$ cat src/design/cbz_pkg.sv
// Shared types and constants of the cubic Bezier point generator.
`default_nettype none
package cbz_pkg;

  localparam int COORD_BITS = 16;
  localparam int SEG_BITS = 6;
  localparam logic [SEG_BITS-1:0] SEG_COUNT_RST = SEG_BITS'(10);

  typedef struct packed {
    logic signed [COORD_BITS-1:0] p0_x;
    logic signed [COORD_BITS-1:0] p0_y;
    logic signed [COORD_BITS-1:0] p1_x;
    logic signed [COORD_BITS-1:0] p1_y;
    logic signed [COORD_BITS-1:0] p2_x;
    logic signed [COORD_BITS-1:0] p2_y;
    logic signed [COORD_BITS-1:0] p3_x;
    logic signed [COORD_BITS-1:0] p3_y;
  } cbz_in_t;

  typedef struct packed {
    logic signed [COORD_BITS-1:0] curve_x;
    logic signed [COORD_BITS-1:0] curve_y;
    logic [SEG_BITS-1:0]          point_index;
    logic                         last_point;
  } cbz_out_t;

  typedef struct packed {
    logic load;
    logic div_step;
    logic issue;
  } cbz_cmd_t;

  typedef struct packed {
    logic div_done;
    logic issue_ready;
    logic last_issue;
  } cbz_sts_t;

endpackage
`default_nettype wire

$ cat src/design/cbz_ctrl.sv
// Controller state machine: load, divide, then issue one curve point per cycle while the output is not stalled.
`default_nettype none
module cbz_ctrl (
  input  wire                clk_i,
  input  wire                rst_ni,
  input  wire                in_valid_i,
  output logic               in_stall_o,
  input  cbz_pkg::cbz_sts_t  sts_i,
  output cbz_pkg::cbz_cmd_t  cmd_o
);
  import cbz_pkg::*;

  typedef enum logic [2:0] {
    ST_IDLE = 3'b001,
    ST_DIV  = 3'b010,
    ST_RUN  = 3'b100
  } cbz_state_e;

  cbz_state_e state_q, state_d;

  always_comb begin
    state_d = state_q;
    cmd_o   = '0;
    case (state_q)
      ST_IDLE: begin
        if (in_valid_i) begin
          cmd_o.load = 1'b1;
          state_d    = ST_DIV;
        end
      end
      ST_DIV: begin
        if (sts_i.div_done) begin
          state_d = ST_RUN;
        end else begin
          cmd_o.div_step = 1'b1;
        end
      end
      ST_RUN: begin
        cmd_o.issue = sts_i.issue_ready;
        if (sts_i.issue_ready && sts_i.last_issue) begin
          state_d = ST_IDLE;
        end
      end
      default: begin
        state_d = ST_IDLE;
      end
    endcase
  end

  always_ff @(posedge clk_i or negedge rst_ni) begin
    if (!rst_ni) begin
      state_q <= ST_IDLE;
    end else begin
      state_q <= state_d;
    end
  end

  assign in_stall_o = state_q != ST_IDLE;

endmodule
`default_nettype wire
$ cat config.mk
export PLATFORM = sky130hd
export DESIGN_NAME = cbz_ctrl
export DESIGN_NICKNAME = d
export VERILOG_FILES = /design/src/design/cbz_pkg.sv /design/src/design/cbz_ctrl.sv
export SDC_FILE = /design/constraint.sdc
export NUM_CORES = 1
export LEC_CHECK = 0
export BUFFER_PORTS_ARGS = -buffer_cell sky130_fd_sc_hd__buf_4
export CAP_MARGIN = 20
export CORE_AREA = 4 4 41 43
export CTS_BUF_LIST = sky130_fd_sc_hd__clkbuf_8
export DETAILED_ROUTE_END_ITERATION = 8
export DIE_AREA = 0 0 45 47
export GPL_TIMING_DRIVEN = 0
export MAX_ROUTING_LAYER = met4
export PLACE_DENSITY_LB_ADDON = 0.3
export SLEW_MARGIN = 20
export SYNTH_ARGS = -nofsm -noshare
export SYNTH_HDL_FRONTEND = slang
export SYNTH_SLANG_ARGS = --single-unit
$ cat constraint.sdc
create_clock -name clk_i -period 2.25 [get_ports clk_i]
set_clock_uncertainty 0.1 [all_clocks]
set_input_delay 0 -clock clk_i [delete_from_list [all_inputs] [get_ports clk_i]]
set_output_delay 0 -clock clk_i [all_outputs]
set_load 0.01 [all_outputs]
==> results of run 1 <==
==> metrics by stage <==
| stage | hold slack (ns) | instances | cell area (µm²) |
|---|---|---|---|
| global placement | -0.312 | 42 | 262 |
| finish | 0.0138 | 48 | 327 |
| floorplan | -0.396 | 18 | 175 |
| CTS | 0.0137 | 48 | 327 |
| global route | 0.0259 | 48 | 327 |
| detailed placement | -0.310 | 42 | 262 |
==> cell type report <==
type                            count  area, µm²  area share
Clock inverter                      1       3.75      0.0115
Timing Repair Buffer               11       87.6       0.268
Multi-Input combinational cell     15       98.8       0.303
Tap cell                           15       18.8      0.0575
Clock buffer                        3       41.3       0.126
Sequential cell                     3       76.3       0.234
==> synth_stat cells, drive strengths merged <==
cell type,count,area (µm²)
nor3,1,5.00
nand2b,2,12.5
dfrtp,2,50.1
nor2,3,11.3
dfstp,1,26.3
nand2,2,7.51
a211oi,1,12.5
and3,2,12.5
or3b,1,8.76
and4bb,1,12.5
o22a,1,8.76
o21bai,1,7.51
==> repair_timing <==
action                    in CTS  in global routing
hold endpoints to repair       5                  0
hold buffers                   2                  0
resized for setup              0                  0
==> power by group <==
part / switching (µW) / internal, µW / leakage (µW)
sequential: 30.7 / 79.8 / 0.0000371
clock: 37.2 / 116 / 0.0000269
combinational: 51.4 / 73.3 / 0.000102
==> routing by layer <==
metal	global-route usage	vias to the layer above
met5	-	-
met4	0.0877	0
met3	0.0345	2
met2	0.0989	7
met1	0.0569	90
li1	-	94
==> logic make-up after synthesis <==
group | count (synthesis)
compound gates | 3
simple gates | 12
flops | 3
==> cell usage in the layout (no fill, tap or decap), drive strengths merged <==
master       n
o21bai       1
nor3         1
a211oi       1
dlygate4sd3  2
and3         2
inv          1
nand2        2
nor2         3
clkbuf       3
buf          9
o22a         1
or3b         1
dfstp        1
dfrtp        2
and4bb       1
nand2b       2
==> path summary, 6_finish.rpt <==
kind                                 start          to  slack, ns  cells after the start
max in group asynchronous           rst_ni  state_q[0]       1.85                      2
min in group clk_i              in_valid_i  state_q[1]       0.06                      4
worst max register to register  state_q[0]  state_q[2]       1.07                      3
worst max-delay path            state_q[0]  in_stall_o       0.88                      2
worst min register to register  state_q[1]  state_q[0]       0.45                      1
worst min-delay path                rst_ni  state_q[2]       0.01                      2
==> metrics.cfg, run 1 <==
[run_status]
status=complete, no violations

[placed_design]
gp_congestion=0.758
dp_hpwl_um=365
place_ws_ns=1.08
io_buffers=9

[synthesis]
synth-warning-count=0
synth_simple_gate_area_frac=0.400
synth_top_family_by_area=simple AND/OR/NAND/NOR gates
synth_seq_area_share=0.436
synth_cell_types=12
synth_area_per_cell_um2=9.73
synth_xor_area_frac=0
muxShareOfSynthArea=0
syn-cell-area_um2=175
syn_nets=24
yosys_register_bits=3
synth_compound_area_frac=0.164
syn_inst=18
synth_fa_ha_area_frac=0

[route]
drc=0
wl_per_cell_um=10.0
met1Wirelength_um=180
drt_iter0_markers=0
vias=193
ant_nets=0
vias_per_cell=4.02
wl_met2_um=265
wl_um=481
dr.pass1.iters=1
highest_layer=met4
wl_met3_um=14

[setup_path]
endpoint_kind=output pin
path_cells=or3b_1 -> buf_4
required_ns=2.15
cp_num_buf_inv=1
startpoint_type=register
cp_data_arrival_time_ns=1.27
cpPeakStageDelay_ns=0.56
cp_top_family=flip-flops
crit_type=reg -> out
crit_fanout=6
crit_slowest_cell=dfstp_2

[die]
ios=10
rows=13
start_util=0.135
core_area_mm2=0.00130
die-area_mm2=0.00212
die_w_um=45
die_h_um=47

[finish]
post-route-util=0.251
fill_cells=151
largest_register_ffs=3
drive_above_1_share=0.424
areaGrowthSynthToFinish_pct=86.4
regMostFlops=state_q
diodes=0
reg_top3=state_q x3
nets=40

[timing]
fmax_ghz=0.727
finalSetupViolations=0
maxSlewViolCount=0
fin_crit_sh=0.611
setup_tns_ns=0
finalHoldViolCount=0
min_period_ns=1.37
setup_slack_ns=0.875
worst_pin_slew_ns=0.208
rsz0062_at_grt=false
slew_headroom=0.861

[clocking]
insertion_delay_ns=0.22
cts_tree=done
cts.reportedPaths.clkPinSlew_ns=0.03
cts_setup_buffers=0
clock_path_buffers=2
cts_made_buffers=3
htreeDepth=1
clockRootBuffer=clkbuf_8
cts.sinks=3

[grt]
antenna_found_initial=0
grt_max_degree=9
grtUsageTotal=0.0686
grt_overflow=0
grt_first_pass_wirelength_um=876
grt_pass1_vias=211

[power_and_ir_drop]
power_density_mw_per_mm2=1190
cellLeakagePower_uw=0.000166
peakVddDrop_uv=459
power_uw=389

[flow_run]
maxCapViolCount=0

[min_path]
min_path_type=in -> async

No activity file was read; power rests on OpenSTA's default activity.
==> run 2: changes to the inputs <==
Settings changed: ABC_AREA from default to 1.
Clock period 2.25 ns to 1.16 ns, I/O delays scaled along.
==> run 2 against run 1 <==
Net effect:
- the run now ends with setup timing left
- critical path depth up 3
- via count up 13%
- first-iteration DRC count up 1
- setup slack worse by 0.96 ns
- flip-flop and latch count unchanged
- area after synthesis up 11%
- final area up 15%
- clock-buffer cell count unchanged
- combinational power rose to 3.5 times the previous value
- die area unchanged
- critical path type unchanged
- largest power group is now combinational logic
- highest routed layer is now met3
==> metrics.cfg, run 2 <==
[route]
vias=218
vias_per_cell=3.63
ant_nets=0
drc=0
drt_iter0_markers=1
dr.pass1.iters=2
wl_per_cell_um=7.93
wl_um=476

[grt]
grt_overflow=0
grt_max_degree=5
antenna_found_initial=0
grtUsageTotal=0.0613
grt_first_pass_wirelength_um=786
grt_pass1_vias=209

[clocking]
cts_tree=done
cts.reportedPaths.clkPinSlew_ns=0.03
insertion_delay_ns=0.22
cts.sinks=3
clock_path_buffers=2
clockRootBuffer=clkbuf_8
htreeDepth=1
cts_made_buffers=3

[placed_design]
gp_congestion=0.601
io_buffers=9
place_ws_ns=0.0224
dp_hpwl_um=373

[finish]
diodes=0
final_common_cell=buf_4
mostFrequentLayoutCells=10 x buf_4, 6 x inv_1, 5 x nand2_1, 3 x clkbuf_8, 3 x dlygate4sd3_1
reg_top3=state_q x3
drive_above_1_share=0.533
largest_register_ffs=3
nets=52
regMostFlops=state_q
areaGrowthSynthToFinish_pct=92.9
post-route-util=0.289

[synthesis]
yosys.area.top_type=dfrtp_1
syn_nets=34
syn_inst=28
synth_area_per_cell_um2=6.97
syn-cell-area_um2=195
synth_cell_types=12
synth-warning-count=0
yosys_register_bits=3
synth_top_area_share=0.256
synthTopCellsByCount=5 x inv_1, 5 x nand2_1, 3 x nor2_1
synth_seq_area_share=0.391
synth_edf_count=0
synth_ff_type=dfrtp_1
ys_top_cells_by_area=dfrtp_1 26%, dfstp_2 13%, inv_1 9.6%, nand2_1 9.6%, nand2_2 6.4%
postSynth.asyncResetShare=1.00

[setup_path]
r2r-start=state_q[0]
crit_fanout=3
rr_worst_depth=5
crit_type=reg -> out
cp_data_arrival_time_ns=1.14
rr_endpoint=state_q[1]
startpoint_type=register
crit_start=state_q[0]
required_ns=1.06
rrSetupSlack_ns=0
crit_slowest_cell=dfstp_2
path_cells=inv_2 -> nor2_4 -> nand2_2 -> nor2_2 -> buf_4
endpoint_kind=output pin
cpPeakStageDelay_ns=0.52

[timing]
whs_ns=0.00814
finalHoldViolCount=0
setup_slack_ns=-0.0838
fmax_ghz=0.804
min_period_ns=1.24
worst_pin_slew_ns=0.122
rsz0062_at_grt=true
fin_crit_sh=1.07
maxSlewViolCount=0
slew_headroom=0.918
finalSetupViolations=4

[run_status]
status=finished with violations
failed_checks=setup timing

[die]
start_util=0.150
ios=10
die-area_mm2=0.00212
die_w_um=45
rows=13
die_h_um=47
core_area_mm2=0.00130

[power_and_ir_drop]
power_uw=946
cellLeakagePower_uw=0.000216
peakVddDrop_uv=589
power_density_mw_per_mm2=2510

[min_path]
min_path_type=in -> async

[flow_run]
maxCapViolCount=0

[run 2: cell count changes after synthesis, moves of 2 or more]
cell,before,now
and3_1,2,0
inv_2,0,2
o21ai_1,0,2
nand2_1,2,5
nor2_2,0,2
nand2b_1,2,0
inv_1,0,5
nand3_1,0,2
nand2_2,0,2
[run 2: cells by family (layout without fill, tap and decap cells)]
kind of cell,Yosys count,count (layout),share of synthesized area
and+or+nand+nor,15,15,0.385
AOI/OAI and AO/OA,3,3,0.0898
buffers and inverters,7,24,0.135
DFF,3,3,0.391
[run 2: power by group]
| group | switching [µW] | internal [µW] |
|---|---|---|
| clock network | 70.5 | 225 |
| logic | 231 | 210 |
| registers | 42.1 | 167 |
[run 2: metrics by stage]
stage          area (µm²)  instances  setup TNS, ns
5_1_grt               377         60         -0.625
2_1_floorplan         195         28              0
3_3_place_gp          282         52              0
3_5_place_dp          282         52              0
4_1_cts               374         60         -0.204
6_report              377         60         -0.139
[run 2: cell type report]
| class | count | area [µm²] |
|---|---|---|
| clock buffer | 3 | 41.3 |
| fill | 151 | 925 |
| inverter | 7 | 26.3 |
| tap | 15 | 18.8 |
| multi-input combinational | 18 | 104 |
| timing repair buffer | 13 | 105 |
| sequential | 3 | 77.6 |
| clock inverter | 1 | 3.75 |
[run 2: what timing repair did]
item | CTS | global route
setup buffers | 1 | 0
pin swaps | 1 | 0
hold buffers | 3 | 0
endpoints found under the hold margin | 5 | 0
gates resized for setup | 3 | 1
endpoints found under the setup margin | 3 | 7
[run 2: how the worst max path moves through the flow]
stage	end	slack, ns	cells past startpoint
CTS	cmd_o[2]	-0.11	5
global placement	state_q[2]	0.03	5
global route	cmd_o[2]	-0.16	5
finish	cmd_o[2]	-0.08	5
floorplan	state_q[2]	0.08	5
detailed placement	state_q[2]	0.02	5
[run 2: metal layers]
layer | GRT usage | part of all wire | vias up
met3 | 0.0230 | 0.095 | 0
met5 | - | 0 | -
li1 | - | - | 116
met2 | 0.0847 | 0.50 | 6
met1 | 0.0549 | 0.41 | 96
met4 | 0.0877 | 0 | 0
[run 2: critical path: cells and delay by family (launching register included)]
kind	cells	cell delay (ns)
DFF	1	0.52
buffers and inverters	2	0.18
and+or+nand+nor	3	0.22
